[config.mk]
export PLATFORM = sky130hd
export DESIGN_NAME = straddling_checkerboard_decoder
export DESIGN_NICKNAME = d
export VERILOG_FILES = /design/src/design/scbd_pkg.sv /design/src/design/straddling_checkerboard_decoder.sv
export SDC_FILE = /design/constraint.sdc
export NUM_CORES = 1
export LEC_CHECK = 0
export CORE_MARGIN = 2
export CORE_UTILIZATION = 55
export CTS_CLUSTER_SIZE = 30
export DETAILED_ROUTE_END_ITERATION = 6
export DONT_BUFFER_PORTS = 1
export HOLD_SLACK_MARGIN = 0.12
export PLACE_DENSITY = 0.7
export REMOVE_ABC_BUFFERS = 1
export SYNTH_ARGS = -nofsm -noshare
export SYNTH_HDL_FRONTEND = slang
export SYNTH_SLANG_ARGS = --single-unit
[constraint.sdc]
create_clock -name clk -period 6.03 [get_ports clk]
set_input_delay 0.603 -clock clk [delete_from_list [all_inputs] [get_ports clk]]
set_output_delay 0.603 -clock clk [all_outputs]
set_load 0.03 [all_outputs]
[src/design/scbd_pkg.sv]
// Types, constants and helpers shared by the straddling checkerboard decoder.
package scbd_pkg;

    localparam int unsigned CHAR_W       = 8;
    localparam int unsigned DIGIT_W      = 4;
    localparam int unsigned IDX_W        = 5;
    localparam int unsigned CFG_INDEX_W  = 3;
    localparam int unsigned CFG_DATA_W   = 64;
    localparam int unsigned ALPHA_MAX    = 28;
    localparam int unsigned CELLS_PER_ROW = 10;

    localparam logic [CHAR_W-1:0]  FILL_CHAR  = 8'h2D;  // '-'
    localparam logic [CHAR_W-1:0]  DIGIT_ZERO = 8'h30;  // '0'
    localparam logic [CHAR_W-1:0]  DIGIT_NINE = 8'h39;  // '9'
    localparam logic [DIGIT_W-1:0] LAST_DIGIT = 4'd9;

    localparam logic [DIGIT_W-1:0] FIRST_KEY_RESET  = 4'd3;
    localparam logic [DIGIT_W-1:0] SECOND_KEY_RESET = 4'd8;

    // Configuration register indexes
    localparam logic [CFG_INDEX_W-1:0] REG_ALPHA_0    = 3'd0;
    localparam logic [CFG_INDEX_W-1:0] REG_ALPHA_1    = 3'd1;
    localparam logic [CFG_INDEX_W-1:0] REG_ALPHA_2    = 3'd2;
    localparam logic [CFG_INDEX_W-1:0] REG_ALPHA_3    = 3'd3;
    localparam logic [CFG_INDEX_W-1:0] REG_FIRST_KEY  = 3'd4;
    localparam logic [CFG_INDEX_W-1:0] REG_SECOND_KEY = 3'd5;

    // Key digit waiting for its column digit
    typedef enum logic [1:0] {
        PEND_NONE  = 2'd0,
        PEND_TWO   = 2'd1,
        PEND_THREE = 2'd2
    } pend_t;

    // Table row used for the lookup of a held item
    typedef enum logic [1:0] {
        ROW_ONE   = 2'd0,
        ROW_TWO   = 2'd1,
        ROW_THREE = 2'd2
    } row_t;

    typedef struct packed {
        logic [CHAR_W-1:0] in_char;
        logic              end_of_text;
    } item_t;

    typedef struct packed {
        logic [CHAR_W-1:0] out_char;
        logic              bad_pair;
    } result_t;

endpackage

[src/design/straddling_checkerboard_decoder.sv]
// Straddling checkerboard decoder: input register, table lookup, result register.
//
//  channel  | handshake             | payload
//  ---------+-----------------------+-----------------------------------
//  item     | item_valid/item_stall | item   (in_char, end_of_text)
//  result   | result_valid/result_stall | result (out_char, bad_pair)
//  cfg      | cfg_valid/cfg_ready   | cfg_index, cfg_data (always ready)
//
// One item per cycle while item_stall is low; the result register loads from the
// input register after the cell lookup, once the result register is free.
// The pending key digit is updated at the edge the item is taken.
// Key digits make no result and do not occupy the input register.
// item_stall rises only when both the input and the result register are full
// and result_stall is high. rst_n resets all control state and config.
module straddling_checkerboard_decoder (
    input  logic                                   clk,
    input  logic                                   rst_n,
    input  logic                                   item_valid,
    output logic                                   item_stall,
    input  scbd_pkg::item_t                        item,
    output logic                                   result_valid,
    input  logic                                   result_stall,
    output scbd_pkg::result_t                      result,
    input  logic                                   cfg_valid,
    output logic                                   cfg_ready,
    input  logic [scbd_pkg::CFG_INDEX_W-1:0]       cfg_index,
    input  logic [scbd_pkg::CFG_DATA_W-1:0]        cfg_data
);

    // configuration
    logic [63:0]                          alpha0_reg, alpha1_reg, alpha2_reg;
    logic [31:0]                          alpha3_reg;
    logic [scbd_pkg::DIGIT_W-1:0]         key1_reg, key2_reg;

    // pending key digit
    scbd_pkg::pend_t                      pend_reg, pend_next;

    // input register
    logic                                 s1_valid_reg, s1_valid_next;
    logic [scbd_pkg::CHAR_W-1:0]          s1_char_reg;
    logic                                 s1_pass_reg;
    logic                                 s1_bad_reg;
    scbd_pkg::row_t                       s1_row_reg;

    // result register
    logic                                 result_valid_reg, result_valid_next;
    scbd_pkg::result_t                    result_reg;

    logic                                 accept;
    logic                                 out_free;
    logic                                 s1_move;
    logic                                 is_digit;
    logic [scbd_pkg::DIGIT_W-1:0]         digit;
    logic                                 has_result;
    logic                                 pass_thru;
    logic                                 bad;
    scbd_pkg::row_t                       row_sel;

    logic [223:0]                         alpha_flat;
    logic [scbd_pkg::CHAR_W-1:0]          alpha_byte [scbd_pkg::ALPHA_MAX];
    logic [scbd_pkg::ALPHA_MAX-1:0]       alpha_ok;
    logic                                 key1_in, key2_in;
    logic                                 key1_lt, key2_lt;
    logic [scbd_pkg::IDX_W-1:0]           row1_count;
    logic [scbd_pkg::IDX_W-1:0]           cell_idx;
    logic [scbd_pkg::CHAR_W-1:0]          cell_char;
    logic [scbd_pkg::DIGIT_W-1:0]         s1_digit;

    assign cfg_ready    = 1'b1;
    assign out_free     = !result_valid_reg || !result_stall;
    assign s1_move      = s1_valid_reg && out_free;
    assign item_stall   = s1_valid_reg && !out_free;
    assign accept       = item_valid && !item_stall;
    assign result_valid = result_valid_reg;
    assign result       = result_reg;

    always_ff @(posedge clk or negedge rst_n)
    begin
        if (!rst_n)
        begin
            alpha0_reg <= '0;
            alpha1_reg <= '0;
            alpha2_reg <= '0;
            alpha3_reg <= '0;
            key1_reg   <= scbd_pkg::FIRST_KEY_RESET;
            key2_reg   <= scbd_pkg::SECOND_KEY_RESET;
        end
        else if (cfg_valid && cfg_ready)
        begin
            unique case (cfg_index)
                scbd_pkg::REG_ALPHA_0:    alpha0_reg <= cfg_data;
                scbd_pkg::REG_ALPHA_1:    alpha1_reg <= cfg_data;
                scbd_pkg::REG_ALPHA_2:    alpha2_reg <= cfg_data;
                scbd_pkg::REG_ALPHA_3:    alpha3_reg <= cfg_data[31:0];
                scbd_pkg::REG_FIRST_KEY:  key1_reg   <= cfg_data[scbd_pkg::DIGIT_W-1:0];
                scbd_pkg::REG_SECOND_KEY: key2_reg   <= cfg_data[scbd_pkg::DIGIT_W-1:0];
                default:                  ;
            endcase
        end
    end

    // front end: classify the character and update the pending key
    always_comb
    begin
        is_digit   = (item.in_char >= scbd_pkg::DIGIT_ZERO) &&
                     (item.in_char <= scbd_pkg::DIGIT_NINE);
        digit      = item.in_char[scbd_pkg::DIGIT_W-1:0];
        has_result = 1'b1;
        pass_thru  = 1'b0;
        bad        = 1'b0;
        row_sel    = scbd_pkg::ROW_ONE;
        pend_next  = pend_reg;

        if (pend_reg != scbd_pkg::PEND_NONE)
        begin
            pend_next = scbd_pkg::PEND_NONE;
            if (is_digit)
            begin
                row_sel = (pend_reg == scbd_pkg::PEND_TWO) ? scbd_pkg::ROW_TWO
                                                           : scbd_pkg::ROW_THREE;
            end
            else
            begin
                pass_thru = 1'b1;
                bad       = 1'b1;
            end
        end
        else if (is_digit)
        begin
            if (digit == key1_reg)
            begin
                pend_next  = scbd_pkg::PEND_TWO;
                has_result = 1'b0;
            end
            else if (digit == key2_reg)
            begin
                pend_next  = scbd_pkg::PEND_THREE;
                has_result = 1'b0;
            end
        end
        else
        begin
            pass_thru = 1'b1;
        end

        if (item.end_of_text)
        begin
            pend_next = scbd_pkg::PEND_NONE;
        end

        if (accept)
        begin
            s1_valid_next = has_result;
        end
        else if (s1_move)
        begin
            s1_valid_next = 1'b0;
        end
        else
        begin
            s1_valid_next = s1_valid_reg;
        end
    end

    always_ff @(posedge clk or negedge rst_n)
    begin
        if (!rst_n)
        begin
            pend_reg     <= scbd_pkg::PEND_NONE;
            s1_valid_reg <= 1'b0;
        end
        else
        begin
            s1_valid_reg <= s1_valid_next;
            if (accept)
            begin
                pend_reg <= pend_next;
            end
        end
    end

    always_ff @(posedge clk)
    begin
        if (accept && has_result)
        begin
            s1_char_reg <= item.in_char;
            s1_pass_reg <= pass_thru;
            s1_bad_reg  <= bad;
            s1_row_reg  <= row_sel;
        end
    end

    // cell lookup
    assign alpha_flat = {alpha3_reg, alpha2_reg, alpha1_reg, alpha0_reg};
    assign s1_digit   = s1_char_reg[scbd_pkg::DIGIT_W-1:0];

    always_comb
    begin
        for (int i = 0; i < scbd_pkg::ALPHA_MAX; i++)
        begin
            alpha_byte[i] = alpha_flat[i*scbd_pkg::CHAR_W +: scbd_pkg::CHAR_W];
        end
        // symbol i is in the alphabet only if no zero byte comes at or before it
        alpha_ok[0] = |alpha_byte[0];
        for (int i = 1; i < scbd_pkg::ALPHA_MAX; i++)
        begin
            alpha_ok[i] = alpha_ok[i-1] && (|alpha_byte[i]);
        end
    end

    always_comb
    begin
        // equal keys skip one cell only
        key1_in    = key1_reg <= scbd_pkg::LAST_DIGIT;
        key2_in    = (key2_reg <= scbd_pkg::LAST_DIGIT) && (key2_reg != key1_reg);
        key1_lt    = key1_reg < s1_digit;
        key2_lt    = (key2_reg < s1_digit) && (key2_reg != key1_reg);
        row1_count = scbd_pkg::IDX_W'(scbd_pkg::CELLS_PER_ROW)
                     - {4'd0, key1_in} - {4'd0, key2_in};

        unique case (s1_row_reg)
            scbd_pkg::ROW_ONE:
                cell_idx = {1'b0, s1_digit} - {4'd0, key1_lt} - {4'd0, key2_lt};
            scbd_pkg::ROW_TWO:
                cell_idx = row1_count + {1'b0, s1_digit};
            scbd_pkg::ROW_THREE:
                cell_idx = row1_count + scbd_pkg::IDX_W'(scbd_pkg::CELLS_PER_ROW)
                           + {1'b0, s1_digit};
            default:
                cell_idx = '1;
        endcase

        if ((cell_idx < scbd_pkg::IDX_W'(scbd_pkg::ALPHA_MAX)) && alpha_ok[cell_idx])
        begin
            cell_char = alpha_byte[cell_idx];
        end
        else
        begin
            cell_char = scbd_pkg::FILL_CHAR;
        end

        result_valid_next = out_free ? s1_valid_reg : result_valid_reg;
    end

    always_ff @(posedge clk or negedge rst_n)
    begin
        if (!rst_n)
        begin
            result_valid_reg <= 1'b0;
        end
        else
        begin
            result_valid_reg <= result_valid_next;
        end
    end

    always_ff @(posedge clk)
    begin
        if (s1_move)
        begin
            result_reg.out_char <= s1_pass_reg ? s1_char_reg : cell_char;
            result_reg.bad_pair <= s1_bad_reg;
        end
    end

    // checks
    a_stall_only_when_full: assert property (@(posedge clk) disable iff (!rst_n)
        item_stall |-> (s1_valid_reg && result_valid_reg && result_stall))
        else $error("input stalled while a register was free");

    a_held_item_kept: assert property (@(posedge clk) disable iff (!rst_n)
        item_stall |=> s1_valid_reg)
        else $error("held transaction lost while stalled");

    a_eot_clears_pending: assert property (@(posedge clk) disable iff (!rst_n)
        (accept && item.end_of_text) |=> (pend_reg == scbd_pkg::PEND_NONE))
        else $error("pending key survived end of text");

    a_bad_is_passthru: assert property (@(posedge clk) disable iff (!rst_n)
        (s1_valid_reg && s1_bad_reg) |-> s1_pass_reg)
        else $error("bad pair flagged on a table lookup");

    a_key_no_result: assert property (@(posedge clk) disable iff (!rst_n)
        (accept && (pend_reg == scbd_pkg::PEND_NONE) && !has_result) |=> !s1_valid_reg)
        else $error("key digit produced a transaction");

endmodule

---- Word level (Yosys, flattened, before mapping) ----
Index checks and enable logic that the tools add are counted.
word-level totals
  output and inout port bits .............. 12
  register bits ........................... 257
  input port bits ......................... 81
  logic and storage cells ................. 146
operators by class
  eq/ne operators ......................... 11
  bitwise operators ....................... 1
  multiplexer cells ....................... 21
  $lt $le $gt $ge ......................... 9
  $add $sub $neg .......................... 7
  reduce and logical (&&, ||, !) cells .... 82
operator list
  operator                                                     count
  OR reduction 8 bit                                           28
  binary-select mux 8 bit (select 5 bit)                       1
  logical AND 1 bit                                            35
  2-to-1 mux 8 bit                                             4
  one-hot mux 5 bit (3 select lines)                           1
  AND reduction 2 bit                                          7
  2-to-1 mux 2 bit                                             6
  adder 5 x 4 -> 5 bit                                         2
  subtractor 5 x 1 -> 5 bit                                    2
  equality test 4 bit                                          2
  >= comparator 8 x 6 -> 1 bit (second input constant)         1
  <= comparator 4 bit (second input constant)                  2
  <= comparator 8 x 6 -> 1 bit (second input constant)         1
  less-than comparator 4 bit                                   2
  2-to-1 mux 1 bit                                             8
  equality test 3 x 2 -> 1 bit (second input constant)         2
  equality test 3 bit (second input constant)                  2
  >= comparator 6 bit (second input constant)                  1
  less-than comparator 5 x 6 -> 1 bit (second input constant)  1
  NOT 5 -> 6 bit                                               1
  adder 5 x 4 -> 5 bit (second input constant)                 1
  binary-select mux 1 bit (select 5 bit)                       1
  less-than comparator 5 bit (second input constant)           1
  subtractor 4 x 1 -> 5 bit                                    1
  other kinds (13)                                             18

---- Logic depth before layout (Yosys ltp) ----
  word-level depth ........................ 33
  gate-level depth with buffers ........... 22
  gate-level depth less buffers ........... 19

---- Worst setup path before layout ----
Ideal clock, no wire load.
  path type ............................... register to register
  start ................................... reg s1_char_reg[2] (netlist name)
  end ..................................... reg result_reg (netlist bit result[1]) (data pin)
  required time ........................... 5759 ps
  path buffers ............................ 0
  cell stages (with the launch flop) ...... 19
  data arrival time ....................... 4174 ps
  slack ................................... 1585 ps
  library setup time ...................... 271 ps
  path through ............................ edfxtp_1 -> inv_1 -> ha_1 -> a21boi_0 -> o21ai_0 -> or3b_2 -> fa_1 -> inv_1 -> ha_1 -> nor2_1 -> ha_1 -> xnor2_1 -> a2bb2oi_2 -> nand2_1 -> nor4_1 -> a21oi_2 -> a2111oi_4 -> a31oi_4 -> a2bb2oi_1
on the way
  longest elaborated chain between the ends .. 10
ends and longest elaborated chain
  what                                                                   line                                                                            text
  from (decl)                                                            straddling_checkerboard_decoder.sv:40                                           logic [scbd_pkg::CHAR_W-1:0] s1_char_reg;
  from (signal assigned)                                                 straddling_checkerboard_decoder.sv:186                                          s1_char_reg <= item.in_char;
  less-than comparator 4 bit, on equally long branches                   straddling_checkerboard_decoder.sv:216, straddling_checkerboard_decoder.sv:217
  subtractor 4 x 1 -> 5 bit / logical AND 1 bit (equally long branches)  straddling_checkerboard_decoder.sv:223, straddling_checkerboard_decoder.sv:217
  subtractor 5 x 1 -> 5 bit                                              straddling_checkerboard_decoder.sv:223                                          cell_idx = {1'b0, s1_digit} - {4'd0, key1_lt} - {4'd0, key2_lt};
  one-hot mux 5 bit (3 select lines) (*)                                 straddling_checkerboard_decoder.sv:221                                          unique case (s1_row_reg)
  NOT 5 -> 6 bit (implied by the code)                                   straddling_checkerboard_decoder.sv:235                                          cell_char = alpha_byte[cell_idx];
  binary-select mux 8 bit (select 5 bit)                                 straddling_checkerboard_decoder.sv:235
  2-to-1 mux 8 bit (implied by the code) (2 in a row)                    straddling_checkerboard_decoder.sv:235
  2-to-1 mux 8 bit (*)                                                   straddling_checkerboard_decoder.sv:233                                          if ((cell_idx < scbd_pkg::IDX_W'(scbd_pkg::ALPHA_MAX)) && alpha_ok[cell_idx])
  2-to-1 mux 8 bit (*)                                                   straddling_checkerboard_decoder.sv:261                                          result_reg.out_char <= s1_pass_reg ? s1_char_reg : cell_char;
  to (decl)                                                              straddling_checkerboard_decoder.sv:47                                           scbd_pkg::result_t result_reg;
Every way passes the cells marked *; elsewhere a longest branch is shown, timed or not. The select of a mux whose other input is x is not followed.
A chain may end at the register's enable or synchronous reset.

---- Worst setup path after layout ----
  start ................................... reg s1_char_reg[1] (netlist name)
  end ..................................... reg result_reg (netlist bit result[6]) (data pin)
The elaborated chain is that of the path after synthesis.

==> metrics.md <==
| Metric | Value |
|---|---|
| Final ANT Viol Nets | 0 |
| Ys Warns | 0 |
| Max Slew Vio Count | 0 |
| Initial Util | 55.8% |
| Die height | 158 um |
| Sw Ratio | 34.8% |
| Mapped Cells | 1133 |
| Fill count | 1927 |
| Antenna violations before repair | 1 |
| Final Hold Viols | 233 |
| Proportion of power drawn by combinational gates | 31.6% |
| CTS sink count | 257 |
| Share of the yosys chip area belonging to registers | 50.1% |
| Total core area | 0.0234 mm^2 |
| Int Pwr | 4.12 mW |
| Mean post-synth cell area | 11.5 um^2 |
| Synth top area cells | dfrtp_1 45%, mux2_2 20%, edfxtp_1 4.8% |
| Gr ovfl total | 0 |
| Worst-skew pair later-pin latency | 550 ps |
| First-pass GRT wire length | 53.6 mm |
| Critical path fanouts, max | 41 |
| CTS max path bufs | 3 |
| # setup viols final | 0 |
| Final layout net count | 1210 |
| Max_slew headroom | 32.5% |
| Vias in the first global route | 9088 |
| RSZ-0062 raised after global routing | false |
| Post-Syn Area | 0.0130 mm^2 |
| Sequential share of power | 39.5% |
| H-tree lvl count | 1 |
| # placed instances | 1400 |
| Peak VDD IR | 272 uV |
| I/O pin total | 93 |
| Vias | 9298 |
| Share of post-route cells with drive strength above 1 | 28.6% |
| Violated checks | negative hold slack |
| Area leader, netlist | dfrtp_1 |
| Final hold slack | -239 ps |
| TritonCTS clock tree | built |
| Drt wl/cell | 23.9 um |
| Critical path class | reg2reg |
| Commonest cells in the netlist | 233 x dfrtp_1, 233 x mux2_2, 161 x nand2_1 |
| Slew @ Worst Pin | 1010 ps |
| EDFF count, synth | 21 |
| Pwr Total | 6.32 mW |
| #FFs+latches synth | 257 |
| RR Startpoint | s1_char_reg[1] |
| Layout Utilization | 61.2% |
| Drt initial violations | 913 |
| Final Non-Filler Cells | 1452 |
| Primary FF master, synth | dfrtp_1 |
| Final period util | 90.4% |
| Chip width | 158 um |
| Pwr/cell area | 441 mW/mm^2 |
| DR pass1 iterations | 5 |
| Routed wire length | 34.8 mm |
| Layout area overhead | 9.78% |
| Clock Power Share | 28.9% |
| CP required | 6300 ps |
| RD Place Congestion | 1.02 |
| Number of max-cap violations | 0 |
| Clk slew on worst S/H paths | 60 ps |
| Reg2reg path depth | 19 |
| Worst R2R Setup Slack | 580 ps |
| Leak pwr | 5.83 nW |
| Worst Hold Class | in2async |
| GRT Total Usage | 28.2% |
| Worst reg2reg path endpoint | result[6] |
| PostCTS Resize Cnt | 0 |
| Worst Skew | 16.2 ps |
| Detail Placement HPWL | 24.6 mm |
| Largest net degree at the start of global routing | 237 |
| CTS Root Cell | clkbuf_16 |
| Worst setup margin | 576 ps |
| # DRC | 0 |
| DIE AREA | 0.0250 mm^2 |
| Distinct cells, synth | 63 |
| NetSw | 2.20 mW |
| Pre-CTS setup slack | 650 ps |
| Post-synth top area share | 44.7% |
| Fmax | 0.183 GHz |
| Outcome | finished, violations left |
| Rows | 56 |
| Vias per std cell | 6.40 |
| CP Capture Type | flip-flop |
| Post-layout min period | 5450 ps |
| Critical path launch point type | flip-flop |
| Async set-reset flop share out of synthesis | 91.8% |
| Critical Path AT | 5730 ps |
| Num CTS Buffers | 28 |
| Port-buffer cells | 0 |
## how the worst max path moves through the flow
stage,from,to,slack (ps),cells past startpoint
floorplan,cfg_index[2],alpha0_reg[0],-2210,2
global placement,s1_char_reg[2],result[4],880,18
detailed placement,s1_char_reg[1],result[6],650,19
CTS,s1_char_reg[1],result[6],620,19
global route,s1_char_reg[1],result[6],210,19
finish,s1_char_reg[1],result[6],580,19
## timing repair
action                                  in CTS  in global routing
endpoints found under the setup margin       0                  0
hold endpoints to repair                   236                236
setup buffers                                0                  0
## through the flow
stage          TNS, ps  instance area (um^2)
2_1_floorplan  -350240                 12700
3_3_place_gp         0                 13300
3_5_place_dp         0                 13300
4_1_cts              0                 14300
5_1_grt              0                 14300
6_report             0                 14300
## cell usage in the layout, fill, tap and decap left out, types with 17 or more instances in the layout
cell	Yosys	routed
a21oi_1	60	60
clkbuf_16	0	29
dfrtp_1	233	233
edfxtp_1	21	21
inv_1	17	17
mux2_2	233	233
mux2i_1	22	22
nand2_1	161	161
nand3_1	60	60
nor4_1	58	58
o21ai_0	24	24
## power by group through the flow
stage | combinational (mW) | sequential, mW | clock [mW]
floorplan | 1.51 | 2.36 | 0
global placement | 1.91 | 2.50 | 0
detailed placement | 1.95 | 2.51 | 0
CTS | 1.96 | 2.49 | 1.85
global route | 2.16 | 2.54 | 1.92
finish | 1.99 | 2.50 | 1.83
## layout make-up
class / instances / area (um^2) / area share, %
multi-input combinational: 791 / 6190 / 43.2
clock inverter: 9 / 149 / 1.04
inverter: 17 / 63.8 / 0.445
sequential: 257 / 6540 / 45.7
timing repair buffer: 16 / 133 / 0.926
antenna: 1 / 2.50 / 0.0175
clock buffer: 42 / 845 / 5.90
tap: 319 / 399 / 2.79
## kinds of logic (layout without fill, tap and decap cells)
| group | after synthesis | count (layout) | share of synthesized area [%] |
|---|---|---|---|
| other cells | 1 | 2 | 0.0287 |
| simple gates | 325 | 325 | 11.8 |
| buf+inv | 85 | 84 | 2.84 |
| xor+xnor | 17 | 17 | 1.14 |
| mux | 264 | 264 | 23.3 |
| fa+ha+maj | 18 | 18 | 1.90 |
| compound gates | 166 | 166 | 8.80 |
| flops | 257 | 257 | 50.1 |
## critical path, stage by stage, from the launching register on
cell and delay (ps):
edfxtp_1 520, inv_1 220, ha_1 260, o21ai_0 70, a21boi_0 110, o21ai_0 160, or3b_2 480, fa_1 540
inv_1 50, ha_1 180, nor2_1 110, ha_1 230, nor3_1 240, or2_2 720, mux2i_1 170, a221oi_1 330
a221oi_2 90, nor3_1 280, a31oi_4 210, a2bb2oi_1 200
## per-layer routing
layer	wire (um)	GRT usage, %	vias up	share of wire (%)
met5	0	0	-	0
met4	1180	9.65	0	3.4
met3	2940	6.13	88	8.5
met2	15600	43.0	419	45
met1	15000	40.2	4631	43
li1	-	-	4160	-
Power figures use the tool's default switching activity.
